--- src/icmp_enc_pkg.sv ---
// ----------------------------------------------------------------------------
// icmp_enc_pkg
// Shared types, constants and helpers for the ICMP-in-IPv4 encapsulator.
// ----------------------------------------------------------------------------
package icmp_enc_pkg;

  // Sizing
  localparam int unsigned MAX_MSG_BYTES = 2048;
  localparam int unsigned HDR_BYTES     = 20;
  localparam int unsigned ADDR_W        = $clog2(MAX_MSG_BYTES);
  localparam int unsigned LEN_W         = $clog2(MAX_MSG_BYTES + 1);
  localparam int unsigned POS_W         = $clog2(MAX_MSG_BYTES + HDR_BYTES);

  // Fixed header values
  localparam logic [7:0] IPV4_VER_HL = 8'h45;
  localparam logic [7:0] PROTO_ICMP  = 8'h01;
  localparam logic [7:0] TTL_RESET   = 8'd64;

  // Item codes
  localparam logic MODE_PUSH = 1'b0;
  localparam logic MODE_PULL = 1'b1;

  // Input beat
  typedef struct packed {
    logic        mode;
    logic [7:0]  data_byte;
    logic        last_byte;
    logic [31:0] source_address;
    logic [31:0] destination_address;
  } in_t;

  // Result beat
  typedef struct packed {
    logic [7:0] out_byte;
    logic       byte_valid;
    logic       end_of_packet;
    logic       overflow;
  } out_t;

  // Read-out request from control to the output stage
  typedef struct packed {
    logic       strobe;
    logic       use_ram;
    logic [7:0] data;
    logic       byte_valid;
    logic       eop;
    logic       ovf;
  } rd_req_t;

  // One end-around carry fold of a 17-bit partial sum
  function automatic logic [15:0] fold17(input logic [16:0] s);
    logic [15:0] r;
    r = s[15:0] + 16'(s[16]);
    return r;
  endfunction

  // IPv4 header byte at offset p
  function automatic logic [7:0] hdr_byte(input logic [4:0]  p,
                                          input logic [15:0] total,
                                          input logic [7:0]  ttl,
                                          input logic [15:0] hchk,
                                          input logic [31:0] src,
                                          input logic [31:0] dst);
    logic [7:0] b;
    case (p)
      5'd0:    b = IPV4_VER_HL;
      5'd2:    b = total[15:8];
      5'd3:    b = total[7:0];
      5'd8:    b = ttl;
      5'd9:    b = PROTO_ICMP;
      5'd10:   b = hchk[15:8];
      5'd11:   b = hchk[7:0];
      5'd12:   b = src[31:24];
      5'd13:   b = src[23:16];
      5'd14:   b = src[15:8];
      5'd15:   b = src[7:0];
      5'd16:   b = dst[31:24];
      5'd17:   b = dst[23:16];
      5'd18:   b = dst[15:8];
      5'd19:   b = dst[7:0];
      default: b = 8'h00;
    endcase
    return b;
  endfunction

endpackage

--- src/icmp_enc_rdout.sv ---
// ----------------------------------------------------------------------------
// icmp_enc_rdout
// Output stage: holds a read-out request for the RAM latency and merges the
// stored message byte with header and checksum bytes.
// ----------------------------------------------------------------------------
module icmp_enc_rdout
  import icmp_enc_pkg::*;
(
  input  logic       clk_i,
  input  logic       rst_ni,
  input  rd_req_t    req_i,
  input  logic [7:0] ram_rdata_i,
  output logic       result_valid_o,
  output out_t       result_o
);

  logic    strobe_q;
  rd_req_t req_q;

  // Strobe is control, the rest is payload
  always_ff @(posedge clk_i or negedge rst_ni) begin
    if (!rst_ni) begin
      strobe_q <= 1'b0;
    end else begin
      strobe_q <= req_i.strobe;
    end
  end

  always_ff @(posedge clk_i) begin
    if (req_i.strobe) begin
      req_q <= req_i;
    end
  end

  // Byte source select
  always_comb begin
    result_o.out_byte      = req_q.use_ram ? ram_rdata_i : req_q.data;
    result_o.byte_valid    = req_q.byte_valid;
    result_o.end_of_packet = req_q.eop;
    result_o.overflow      = req_q.ovf;
  end

  assign result_valid_o = strobe_q;

endmodule

--- config.mk ---
export PLATFORM = sky130hd
export DESIGN_NAME = icmp_enc_rdout
export DESIGN_NICKNAME = d
export VERILOG_FILES = /design/src/icmp_enc_pkg.sv /design/src/icmp_enc_rdout.sv
export SDC_FILE = /design/constraint.sdc
export NUM_CORES = 1
export LEC_CHECK = 0
export CORE_AREA = 5 5 42 44
export CTS_BUF_LIST = sky130_fd_sc_hd__clkbuf_2
export DETAILED_ROUTE_END_ITERATION = 10
export DIE_AREA = 0 0 47 49
export DONT_BUFFER_PORTS = 1
export SLEW_MARGIN = 0
export SYNTH_ARGS = -nofsm -noshare
export SYNTH_HDL_FRONTEND = slang
export SYNTH_SLANG_ARGS = --single-unit
--- constraint.sdc ---
create_clock -name clk_i -period 2.4 [get_ports clk_i]
set_clock_uncertainty 0.2 [all_clocks]
set_input_delay 0.24 -clock clk_i [delete_from_list [all_inputs] [get_ports clk_i]]
set_output_delay 0.24 -clock clk_i [all_outputs]
set_load 0.02 [all_outputs]
==> impl_metrics.json <==
{
  "worst_path_max_stage_delay_ns": 0.66,
  "mappedNetlistNets": 48,
  "overflow": 0,
  "logic_depth_of_the_worst_path_buffers_included": 1,
  "crit_path_cell_trace": "mux2_4",
  "p_total_uw": 461,
  "cts_made_buffers": 3,
  "top_achievable_clock_speed_mhz": 573,
  "criticalPathCategory": "reg -> out",
  "timing.critical_path.slowest_stage_cell": "edfxtp_1",
  "grt_first_pass_wirelength_mm": 1.31,
  "post_drt_wl_per_cell_um": 17.5,
  "antenna_found_initial": 0,
  "num_io_pins": 35,
  "postCtsSetupRepairBufs": 0,
  "finish.cell_count_without_fillers": 56,
  "post-place-ws_ns": 0.945,
  "min_period_over_period_pct": 72.7,
  "critical_path_peak_fanout": 8,
  "cap_viol_max_count": 0,
  "drt_drc": 0,
  "crit_buf_inv": 0,
  "netlist_instances": 25,
  "start_util_pct": 38.5,
  "root_buffer": "clkbuf_2",
  "power.ir.vdd_worst_mv": 0.301,
  "worst_path_dominant_cell_family": "flip-flops",
  "critical_path_required_ns": 1.96,
  "avgViaCountPerCell": 4.80,
  "port_buffers": 0,
  "die_width_um": 47,
  "post-route-worst-setup-slack_ns": 0.656,
  "number_of_buffers_between_clock_root_and_the_deepest_sink": 2,
  "critical_path.endpoint": "result_o[10]",
  "first_global_vias": 291,
  "dr_total_vias": 269,
  "fillerInstances": 128,
  "antenna_cells": 0,
  "num-nets-final": 64,
  "design.core.area_mm2": 0.00140,
  "hold_violations": 0,
  "first_pass_iters": 2,
  "postLayoutCoreUtil_pct": 49.6,
  "finalWorstPathRequiredPeriod_ns": 1.74,
  "hold_class": "in -> reg",
  "setup_viol_count_final": 0,
  "weighted_congestion_reported_at_the_end_of_routability_driven_placement": 0.575,
  "layout-drive-gt1-share_pct": 30.0,
  "run_status": "completed",
  "slew_at_the_pin_with_the_worst_max_slew_slack_ns": 0.541,
  "synthToLayoutAreaGrowth_pct": 29.0,
  "rows": 14,
  "layout.cells.most_common": "dlygate4sd3_1",
  "power.static_leakage_nw": 0.274,
  "drt_first_iter_violations": 1,
  "syn-cell-area_um2": 539,
  "setup_repair_after_global_routing_missed_its_margin": "no",
  "drt.antenna.violating_nets": 0,
  "worst_setup_end_kind": "output port",
  "pwr_density_cell_mw_per_mm2": 663,
  "place.detailed.instances": 37,
  "largest_net_degree_at_the_start_of_global_routing": 14,
  "clk_pin_slew_ns": 0.11,
  "synthDistinctLibCells": 5,
  "crit_path_start_kind": "flip-flop",
  "floorplan.die_area_mm2": 0.00230,
  "slew_violations": 0,
  "fin_setup_tns_ns": 0,
  "cp_data_arrival_time_ns": 1.30,
  "synth_warnings": 0,
  "overall_die_height_um": 49,
  "clock-sinks": 13,
  "slew-limit-headroom_pct": 63.8,
  "seq_total_area_yosys_pct": 71.5,
  "syn-mean-instance-area_um2": 21.6,
  "total_detailed_routing_wirelength_um": 982,
  "worst_setup_path_startpoint": "req_q[11]",
  "min_path_cells": 1,
  "grt.total_usage_pct": 8.68,
  "final_cell_mix": "dlygate4sd3_1 (15), edfxtp_1 (12), mux2_4 (8)",
  "cts_htree_levels": 1,
  "tritoncts": "built",
  "synth-seq-cells": 13
}
-- synthesized netlist by cell type, drive strengths merged --
master / number / area share (%)
dfrtp: 1 / 4.6
edfxtp: 12 / 67
mux2: 8 / 22
buf: 4 / 6.3
-- flip-flops by register name, indices dropped and copies added, names as in the netlist --
signal,flops
result_valid_o,1
result_o,3
req_q,9
-- how the worst min path moves through the flow --
stage	end	slack (ns)	start
after detailed placement	result_valid_o	-0.26	rst_ni
final	req_q[11]	0.40	req_i[11]
after CTS	req_q[11]	0.38	req_i[11]
after global placement	result_valid_o	-0.26	rst_ni
after global routing	req_q[7]	0.35	req_i[7]
after floorplan	result_valid_o	-0.26	rst_ni
-- where the power goes --
part / total [mW] / internal [mW] / switching, mW
combinational: 0.0687 / 0.0389 / 0.0299
clock: 0.109 / 0.0442 / 0.0648
sequential: 0.283 / 0.267 / 0.0164
-- per-stage QoR --
step	cell area, um2	hold slack, ns
6_report	696	0.396
5_1_grt	696	0.348
4_1_cts	696	0.380
3_5_place_dp	526	-0.256
3_3_place_gp	526	-0.256
2_1_floorplan	539	-0.256
-- metal layers --
| metal | GRT usage, % | vias to the layer above | part of all wire (%) |
|---|---|---|---|
| li1 | - | 120 | - |
| met1 | 6.53 | 128 | 29 |
| met2 | 15.6 | 18 | 58 |
| met3 | 3.32 | 3 | 11 |
| met4 | 6.91 | 0 | 2.9 |
| met5 | 0 | - | 0 |
-- what timing repair did --
| item | 4_1_cts | 5_1_grt |
|---|---|---|
| hold endpoints to repair | 26 | 0 |
| hold buffers | 15 | 0 |
| resized for setup | 0 | 0 |
-- cells by family after synthesis --
| family | count (synthesis) | synth area share [%] |
|---|---|---|
| DFF | 13 | 71.5 |
| muxes | 8 | 22.3 |
| buffers and inverters | 4 | 6.26 |
-- layout make-up --
| class | count | area (um2) | area share [%] |
|---|---|---|---|
| Tap cell | 16 | 20.0 | 2.88 |
| Timing Repair Buffer | 15 | 150 | 21.6 |
| Clock buffer | 4 | 20.0 | 2.88 |
| Multi-Input combinational cell | 8 | 120 | 17.3 |
| Sequential cell | 13 | 385 | 55.4 |
Note: power is estimated with default switching activity, not from simulation.
