--- src/icmp_enc_pkg.sv ---
// ----------------------------------------------------------------------------
// icmp_enc_pkg
// Shared types, constants and helpers for the ICMP-in-IPv4 encapsulator.
// ----------------------------------------------------------------------------
package icmp_enc_pkg;

  // Sizing
  localparam int unsigned MAX_MSG_BYTES = 2048;
  localparam int unsigned HDR_BYTES     = 20;
  localparam int unsigned ADDR_W        = $clog2(MAX_MSG_BYTES);
  localparam int unsigned LEN_W         = $clog2(MAX_MSG_BYTES + 1);
  localparam int unsigned POS_W         = $clog2(MAX_MSG_BYTES + HDR_BYTES);

  // Fixed header values
  localparam logic [7:0] IPV4_VER_HL = 8'h45;
  localparam logic [7:0] PROTO_ICMP  = 8'h01;
  localparam logic [7:0] TTL_RESET   = 8'd64;

  // Item codes
  localparam logic MODE_PUSH = 1'b0;
  localparam logic MODE_PULL = 1'b1;

  // Input beat
  typedef struct packed {
    logic        mode;
    logic [7:0]  data_byte;
    logic        last_byte;
    logic [31:0] source_address;
    logic [31:0] destination_address;
  } in_t;

  // Result beat
  typedef struct packed {
    logic [7:0] out_byte;
    logic       byte_valid;
    logic       end_of_packet;
    logic       overflow;
  } out_t;

  // Read-out request from control to the output stage
  typedef struct packed {
    logic       strobe;
    logic       use_ram;
    logic [7:0] data;
    logic       byte_valid;
    logic       eop;
    logic       ovf;
  } rd_req_t;

  // One end-around carry fold of a 17-bit partial sum
  function automatic logic [15:0] fold17(input logic [16:0] s);
    logic [15:0] r;
    r = s[15:0] + 16'(s[16]);
    return r;
  endfunction

  // IPv4 header byte at offset p
  function automatic logic [7:0] hdr_byte(input logic [4:0]  p,
                                          input logic [15:0] total,
                                          input logic [7:0]  ttl,
                                          input logic [15:0] hchk,
                                          input logic [31:0] src,
                                          input logic [31:0] dst);
    logic [7:0] b;
    case (p)
      5'd0:    b = IPV4_VER_HL;
      5'd2:    b = total[15:8];
      5'd3:    b = total[7:0];
      5'd8:    b = ttl;
      5'd9:    b = PROTO_ICMP;
      5'd10:   b = hchk[15:8];
      5'd11:   b = hchk[7:0];
      5'd12:   b = src[31:24];
      5'd13:   b = src[23:16];
      5'd14:   b = src[15:8];
      5'd15:   b = src[7:0];
      5'd16:   b = dst[31:24];
      5'd17:   b = dst[23:16];
      5'd18:   b = dst[15:8];
      5'd19:   b = dst[7:0];
      default: b = 8'h00;
    endcase
    return b;
  endfunction

endpackage

--- src/icmp_enc_hsum.sv ---
// ----------------------------------------------------------------------------
// icmp_enc_hsum
// IPv4 header checksum: address words summed on the last push beat, the
// fixed words, length and TTL added and folded in the finishing cycle.
// ----------------------------------------------------------------------------
module icmp_enc_hsum
  import icmp_enc_pkg::*;
(
  input  logic        clk_i,
  input  logic        rst_ni,
  input  logic        cap_i,
  input  logic [31:0] src_i,
  input  logic [31:0] dst_i,
  input  logic        fin_i,
  input  logic [15:0] total_i,
  input  logic [7:0]  ttl_i,
  output logic [15:0] hchk_o
);

  logic [17:0] part_q, part_d;
  logic [15:0] hchk_q, hchk_d;
  logic [18:0] sum;
  logic [16:0] fold1;

  // Address words
  always_comb begin
    part_d = 18'(src_i[31:16]) + 18'(src_i[15:0]) + 18'(dst_i[31:16]) + 18'(dst_i[15:0]);
  end

  // Remaining words, two folds, invert
  always_comb begin
    sum    = 19'(part_q) + 19'({IPV4_VER_HL, 8'h00}) + 19'(total_i) + 19'({ttl_i, PROTO_ICMP});
    fold1  = 17'(sum[15:0]) + 17'(sum[18:16]);
    hchk_d = ~fold17(fold1);
  end

  always_ff @(posedge clk_i) begin
    if (cap_i) begin
      part_q <= part_d;
    end
  end

  always_ff @(posedge clk_i or negedge rst_ni) begin
    if (!rst_ni) begin
      hchk_q <= '0;
    end else if (fin_i) begin
      hchk_q <= hchk_d;
    end
  end

  assign hchk_o = hchk_q;

endmodule

--- config.mk ---
export PLATFORM = sky130hd
export DESIGN_NAME = icmp_enc_hsum
export DESIGN_NICKNAME = d
export VERILOG_FILES = /design/src/icmp_enc_pkg.sv /design/src/icmp_enc_hsum.sv
export SDC_FILE = /design/constraint.sdc
export NUM_CORES = 1
export LEC_CHECK = 0
export ABC_AREA = 1
export BUFFER_PORTS_ARGS = -buffer_cell sky130_fd_sc_hd__buf_4
export CAP_MARGIN = 20
export CORE_UTILIZATION = 46
export CTS_BUF_LIST = sky130_fd_sc_hd__clkbuf_8
export CTS_CLUSTER_SIZE = 14
export DETAILED_ROUTE_END_ITERATION = 7
export PLACE_DENSITY = 0.79
export SYNTH_ARGS = -nofsm -noshare
export SYNTH_HDL_FRONTEND = slang
export SYNTH_SLANG_ARGS = --single-unit
--- constraint.sdc ---
create_clock -name clk_i -period 6.25 [get_ports clk_i]
set_input_delay 1.25 -clock clk_i [delete_from_list [all_inputs] [get_ports clk_i]]
set_output_delay 1.25 -clock clk_i [all_outputs]
set_load 0.01 [all_outputs]
==> impl_metrics.py <==
metrics = {
    "floorplan": {
        "initial_core_util_pct": 48.2,
        "fp.dieH_um": 104,
        "die_area_sq_mm": 0.0108,
        "core_sq_mm": 0.00995,
        "pin_count": 108,
        "rows": 36,
        "die_x_um": 104,
    },
    "synth": {
        "yosysWarningCount": 0,
        "yosysUniqueCellTypes": 35,
        "synth.most_common_cell": "nand2_1",
        "synth_edf_count": 18,
        "synth_top_cell_area_share_pct": 17.5,
        "synth_area_leaders": "fa_1, ha_1, nand2_1",
        "synthCells": 612,
        "ys_ff_latch": 34,
        "yosysTopAreaCell": "fa_1",
        "syn_avg_cell_area_sq_um": 7.84,
        "ys_seq_area_share_pct": 19.6,
        "netlist_area_sq_mm": 0.00480,
        "synth_fp_nets": 808,
        "synth-async-reset-ratio_pct": 47.1,
        "synth.top_cells.by_count": "nand2_1, inv_1, ha_1, nand3_1, fa_1",
        "synth_top_flop_cell": "edfxtp_1",
    },
    "clock_tree": {
        "htree_levels": 2,
        "path_clk_slew_ns": 0.08,
        "tritoncts": "done",
        "root_buffer": "clkbuf_8",
        "cts_sinks": 34,
        "cts_inserted_buffers": 5,
        "clockBufferDepth": 2,
        "clkLatencyLatePin_ns": 0.30,
    },
    "route": {
        "drt_wl_total_mm": 11.5,
        "drt_iter0_drc": 126,
        "ant_nets": 0,
        "drt_first_pass_iters": 4,
        "routedWlPerCell_um": 12.8,
        "viasPerCell": 5.04,
        "drc": 0,
        "vias": 4517,
    },
    "final_layout": {
        "fin_nets": 958,
        "synthToLayoutAreaGrowth_pct": 33.6,
        "fillers": 764,
        "drive_above_1_share_pct": 32.1,
        "design_area_sq_mm": 0.00641,
        "diodes": 0,
    },
    "status": {
        "status": "finished, final reports clean",
    },
    "setup_path": {
        "worstReg2RegStart": "part_q[9]",
        "crit_slowest_cell": "fa_1",
        "r2r_cells": 41,
        "arrival_ns": 6.25,
        "crit_buf_inv": 10,
        "regToRegSetupSlack_ns": 0.86,
        "cp_slowest_stage_delay_ns": 0.53,
        "endpoint_kind": "flip-flop",
        "critPathMaxFanout": 5,
        "critical-path-top-delay-family": "simple AND/OR/NAND/NOR gates",
        "r2r-end": "hchk_o[12]",
        "crit_type": "input port to flip-flop",
        "cp-start-kind": "input port",
        "required_ns": 6.45,
    },
    "placement": {
        "hpwl_mm": 9.30,
        "portBuffers": 107,
        "dpl-instance-area_sq_mm": 0.00597,
        "globalplace.congestion": 0.904,
    },
    "hold_path": {
        "min_path_cells": 2,
        "hold_end": "hchk_o[9]",
        "min_path_type": "flip-flop to flip-flop",
        "worstHoldStart": "hchk_o[9]",
    },
    "global_routing": {
        "overflow": 0,
        "antenna_found_initial": 0,
        "grt_pass1_wl_mm": 18.9,
        "grt_pass1_vias": 4644,
        "grt_usage_pct": 21.1,
        "grt_max_degree": 20,
    },
    "sta": {
        "rsz0062_at_grt": "true",
        "drv_slew": 0,
        "worstMarginPinSlew_ns": 0.600,
        "hold_viol": 0,
        "timing.fmax_ghz": 0.165,
        "period_minus_slack_ns": 6.05,
        "finalSetupViolations": 0,
        "fin_crit_sh_pct": 96.8,
        "slew-limit-headroom_pct": 59.7,
        "fin_skew_ns": 0.0101,
    },
    "job": {
        "drv_cap": 0,
    },
}
## registers in the layout, indices dropped and copies added, names as in the netlist
register  count
hchk_o       16
part_q       18
## cells by family after synthesis
family	count (synthesis)	synth area share [%]
and+or+nand+nor	276	26.5
buffers and inverters	119	9.49
adders and majority gates	104	33.7
AOI/OAI and AO/OA	55	6.38
DFF	34	19.6
xor gates and xnor gates	24	4.38
## worst reg2reg max path: cells and delay by family, from the launching register on
| family | cells | cell delay [ns] |
|---|---|---|
| and+or+nand+nor | 24 | 2.10 |
| adders and majority gates | 6 | 1.91 |
| buffers and inverters | 8 | 0.53 |
| DFF | 1 | 0.33 |
| AOI/OAI and AO/OA | 2 | 0.26 |
| xor gates and xnor gates | 1 | 0.18 |
## per-layer routing
layer,vias to the layer above,track usage [%],wire (um)
li1,2244,-,-
met1,2091,21.4,4370
met2,154,42.6,6210
met3,28,3.70,604
met4,0,6.73,293
met5,-,0,0
## area by class of cell
type | instances | area [sq um] | area share, %
sequential | 34 | 941 | 14.7
tap | 133 | 166 | 2.60
inverter | 115 | 434 | 6.77
timing repair buffer | 147 | 1110 | 17.3
clock inverter | 3 | 17.5 | 0.273
clock buffer | 5 | 68.8 | 1.07
multi-input combinational | 459 | 3670 | 57.3
## what timing repair did
| item | in CTS | in global routing |
|---|---|---|
| pin swaps | 15 | 36 |
| gates resized for setup | 12 | 51 |
| setup endpoints to repair | 4 | 12 |
| gates cloned | 0 | 0 |
| setup buffers | 5 | 8 |
| hold buffers | 0 | 0 |
## through the flow
stage	worst slack [ns]	std cells	setup TNS (ns)	hold slack, ns	util [%]
finish	0.198	896	0	0.495	64.4
global route	-0.206	896	-1.15	0.526	64.4
CTS	0.00743	888	0	0.495	61.8
detailed placement	-0.398	875	-2.40	0.477	59.9
global placement	-0.125	875	-0.377	0.471	59.9
floorplan	0.00273	612	0	0.516	-
## worst max-delay path by stage
stage / cells past startpoint / endpoint / from / slack (ns)
final: 43 / hchk_o[12] / total_i[11] / 0.20
after global routing: 43 / hchk_o[15] / total_i[10] / -0.21
after CTS: 41 / hchk_o[15] / total_i[9] / 0.007
after detailed placement: 41 / hchk_o[15] / total_i[9] / -0.40
after global placement: 41 / hchk_o[15] / total_i[9] / -0.13
after floorplan: 40 / hchk_o[15] / total_i[9] / 0.003
## placed cells by master, fill, tap and decap left out, types with 12 or more instances in the layout
| cell | count |
|---|---|
| buf_4 | 145 |
| nand2_1 | 142 |
| inv_1 | 102 |
| ha_1 | 52 |
| fa_1 | 39 |
| nand3_1 | 38 |
| nor2_1 | 29 |
| nand2_2 | 23 |
| a21oi_1 | 21 |
| edfxtp_1 | 18 |
| xor2_1 | 17 |
| dfrtp_1 | 16 |
| inv_2 | 13 |
| o21ai_0 | 12 |
Power is not shown: default switching activity piles up to over one toggle a cycle in this logic, so the estimate is an artifact.
